--- src/design/qrs_isqrt.sv ---
// pipelined integer square root, one result bit per stage
module qrs_isqrt #(
    parameter int XW  = 34,
    parameter int SBW = 1
) (
    input  logic                i_clk,
    input  logic                i_rst_n,
    input  logic                i_en,
    input  logic                i_valid,
    input  logic [XW-1:0]       i_x,
    input  logic [SBW-1:0]      i_sb,
    output logic                o_valid,
    output logic [XW/2-1:0]     o_root,
    output logic [SBW-1:0]      o_sb
);

    localparam int RW = XW / 2;
    localparam int MW = RW + 2;

    logic          r_vld  [RW];
    logic [XW-1:0] r_x    [RW];
    logic [MW-1:0] r_rem  [RW];
    logic [RW-1:0] r_root [RW];
    logic [SBW-1:0] r_sb  [RW];

    for (genvar k = 0; k < RW; k++) begin : g_stage
        logic           vld_in;
        logic [XW-1:0]  x_in;
        logic [MW-1:0]  rem_in;
        logic [RW-1:0]  root_in;
        logic [SBW-1:0] sb_in;
        logic [MW-1:0]  cand;
        logic [MW-1:0]  trial;
        logic [MW-1:0]  n_rem;
        logic [RW-1:0]  n_root;

        if (k == 0) begin : g_first
            assign vld_in  = i_valid;
            assign x_in    = i_x;
            assign rem_in  = '0;
            assign root_in = '0;
            assign sb_in   = i_sb;
        end else begin : g_next
            assign vld_in  = r_vld[k-1];
            assign x_in    = r_x[k-1];
            assign rem_in  = r_rem[k-1];
            assign root_in = r_root[k-1];
            assign sb_in   = r_sb[k-1];
        end

        always_comb begin
            cand  = {rem_in[MW-3:0], x_in[XW-1 -: 2]};
            trial = {root_in, 2'b01};
            if (cand >= trial) begin
                n_rem  = cand - trial;
                n_root = {root_in[RW-2:0], 1'b1};
            end else begin
                n_rem  = cand;
                n_root = {root_in[RW-2:0], 1'b0};
            end
        end

        always_ff @(posedge i_clk) begin
            if (!i_rst_n) begin
                r_vld[k] <= 1'b0;
            end else if (i_en) begin
                r_vld[k] <= vld_in;
            end
        end

        always_ff @(posedge i_clk) begin
            if (i_en) begin
                r_x[k]    <= x_in << 2;
                r_rem[k]  <= n_rem;
                r_root[k] <= n_root;
                r_sb[k]   <= sb_in;
            end
        end
    end

    assign o_valid = r_vld[RW-1];
    assign o_root  = r_root[RW-1];
    assign o_sb    = r_sb[RW-1];

endmodule

--- config.mk ---
export PLATFORM = sky130hd
export DESIGN_NAME = qrs_isqrt
export DESIGN_NICKNAME = d
export VERILOG_FILES = /design/src/design/qrs_isqrt.sv
export SDC_FILE = /design/constraint.sdc
export NUM_CORES = 1
export LEC_CHECK = 0
export BUFFER_PORTS_ARGS = -buffer_cell sky130_fd_sc_hd__buf_2
export CORE_MARGIN = 3
export CORE_UTILIZATION = 45
export DETAILED_ROUTE_END_ITERATION = 10
export SYNTH_ARGS = -nofsm -noshare
export SYNTH_HDL_FRONTEND = slang
export SYNTH_SLANG_ARGS = --single-unit
--- constraint.sdc ---
create_clock -name i_clk -period 3.2 [get_ports i_clk]
set_clock_uncertainty 0.2 [all_clocks]
set_input_delay 0.64 -clock i_clk [delete_from_list [all_inputs] [get_ports i_clk]]
set_output_delay 0.64 -clock i_clk [all_outputs]
set_load 0.005 [all_outputs]
==> run summary <==
Share of post-route cells with drive strength above 1: 11.2%
Gr ovfl total: 0
I/O pins: 58
Hold Path Class: input pin to flip-flop
Area Growth Syn to Fin: 14.0%
CTS Buf Count: 77
Worst-case vdd ir drop: 483 µV
Die area: 0.0756 mm²
Via count: 18902
Total Wirelength: 57800 µm
WL per Instance: 16.1 µm
Netlist cell types: 88
Status: finished, final reports clean
CP Class: flip-flop to flip-flop
Gpl congestion: 0.886
Final net count: 2813
CP endpoint kind: flip-flop
Iteration-0 DRC Markers: 1423
Power Density: 667 mW/mm²
Synth top area cells: edfxtp_1 (66%), ha_1 (6.5%), a21oi_1 (2.5%)
Worst path most repeated cell: a21o_1
CTS clock-pin slew for the worst setup and hold paths: 0.06 ns
Actual slew at the worst max-slew pin: 0.719 ns
Post-synth top area share: 65.7%
Clock root cell: clkbuf_16
Clock Tree Buf Depth: 3
Vias per cell: 5.25
Ys async rst share: 0%
FILL cells: 5977
Mapped Area: 0.0326 mm²
Die H: 275 µm
DIE WIDTH: 275 µm
Area of the multi-input gates: 0.0102 mm²
Routed Antenna Nets: 0
Final hold vios: 0
Crit path max-delay family: compound AO/OA/AOI/OAI gates
Register area share after synthesis: 65.7%
Min cycle time layout: 3.03 ns
Fin crit share: 94.6%
Unrepaired setup endpoints after global routing: false
CTS tree: done
Num Clock Sinks: 713
Synth cell count leaders: edfxtp_1 (712), inv_1 (200), ha_1 (170)
Drt drc: 0
PnR Total Power: 0.0248 W
Max Cap Viol: 0
Post-synth EDFFs: 712
Buf+Inv Stages, Crit Path: 2
Syn. warnings: 0
GRT Resource Usage Total: 15.6%
Setup crit start kind: flip-flop
Max-slew violations: 0
CORE AREA: 0.0709 mm²
Leakage: 14.4 nW
Syn avg cell area: 13.5 µm²
CP max-delay cell: edfxtp_1
Port Buffer Count: 57
TritonRoute pass-1 iters: 6
Req. time, crit path: 3.36 ns
Cell count after synthesis: 2416
Cells along the critical path: ha_1, a21o_1, a21o_1, a211o_1, a221o_1, a21o_1, buf_4, buf_4, nor2_1, a21oi_2
Critical Path Max Stage Delay: 0.40 ns
Setup TNS: 0 ns
Register area: 0.0214 mm²
Largest net degree at the start of global routing: 125
Setup Viol. Count Final: 0
Initial antenna violation count: 0
Site Rows: 97
Worst-Skew Late Latency: 0.62 ns
Register bit total from synthesis: 713
Peak Freq: 0.330 GHz
Max-slew headroom: 52.1%
# diodes: 0
Starting Density: 45.9%
Synthesized net count: 2625
Synth Flop Type: edfxtp_1
Count leader, synth: edfxtp_1
Top cell type by total area after synthesis: edfxtp_1
Post-DP HPWL: 40900 µm
Worst-path maximum fanout: 9
Worst Path Arrival: 3.19 ns
First-pass GRT wire length: 96600 µm
H-tree depth: 3
Vias in the first global route: 18977
[worst register-to-register path: cells and delay by family, from the launching register on]
| kind | cells | cell delay (ns) |
|---|---|---|
| AOI/OAI and AO/OA | 6 | 1.34 |
| DFF | 1 | 0.40 |
| adders and majority gates | 1 | 0.38 |
| and+or+nand+nor | 1 | 0.11 |
| buffers and inverters | 2 | 0.35 |
[worst paths after layout]
kind | slack, ns | startpoint | end | depth (start not counted)
setup reg to reg | 0.17 | r_rem[0][270] | r_rem[0][286] | 10
setup / recovery | 0.17 | r_rem[0][270] | r_rem[0][286] | 10
hold reg to reg | 0.21 | r_x[0][209] | r_x[0][243] | 0
hold / removal | 0.11 | i_x[33] | r_root[0][0] | 2
[routing by layer]
layer  GRT usage (%)  share of wire, %  up-vias
met5               0                 0        -
met4            4.79               2.0        0
met3            3.21               5.2       90
met2            26.3                48      383
met1            20.5                45     9066
li1                -                 -     9363
[flip-flops by register name, indices dropped and copies added, names as in the netlist]
signal  cells
r_sb       17
r_rem     254
r_vld      17
r_root    153
r_x       272
[timing repair]
item                                   in CTS  in global routing
hold buffers                               33                  0
setup buffers                               0                  3
setup endpoints to repair                   0                  3
resized for setup                           0                  2
endpoints found under the hold margin      33                  0
[where the power goes]
part	internal, W	leakage (nW)	total (W)	switching (W)
Clock	0.00483	1.18	0.00840	0.00357
Sequential	0.0116	6.86	0.0122	0.000561
Combinational	0.00189	6.37	0.00420	0.00232
Total	0.0183	14.4	0.0248	0.00645
[logic make-up after synthesis]
group | after synthesis | synth area share, %
flip-flops | 713 | 65.7
other | 1 | 0.0115
XOR/XNOR | 175 | 4.73
buffers and inverters | 238 | 2.94
AND/OR/NAND/NOR | 594 | 9.23
multiplexers | 39 | 1.38
AO/OA/AOI/OAI | 486 | 9.43
adder cells (fa/ha/maj) | 170 | 6.53
[layout make-up]
class	count	area share, %
timing repair buffer	146	3.12
multi-input combinational	1465	27.5
clock buffer	91	5.39
tap	940	3.17
clock inverter	42	1.13
sequential	713	57.6
inverter	201	2.03
[through the flow]
stage / hold WS [ns] / area (µm²) / utilization (%) / setup slack, ns / instances
global placement: 0.201 / 34300 / 48.5 / 0.188 / 3429
CTS: 0.0612 / 37100 / 52.3 / 0.0943 / 3595
global route: 0.0803 / 37100 / 52.4 / 0.0238 / 3598
finish: 0.110 / 37100 / 52.4 / 0.172 / 3598
floorplan: 0.200 / 32600 / - / 0.438 / 2416
detailed placement: 0.205 / 34300 / 48.5 / 0.121 / 3429
[cell usage in the layout (no fill, tap or decap), drive strengths merged, types with 6 or more instances in the layout]
cell type	instances
nor2b	25
inv	202
or4	10
mux2	32
o21a	25
nand2	129
a211o	8
o31a	8
nand4b	6
a2111oi	6
xnor2	92
ha	170
clkbuf	91
mux2i	7
o21bai	16
nor2	166
nor3	59
o211ai	9
a21o	45
a31oi	14
clkinv	36
nand4	15
or3	25
and3	26
o31ai	17
xor2	83
a21oi	162
nor4	24
dlygate4sd3	33
edfxtp	712
nand3	35
nand2b	36
and2	9
or2	11
o21ai	123
nand3b	8
buf	113
a211oi	20
Note: power is estimated with default switching activity, not from simulation.
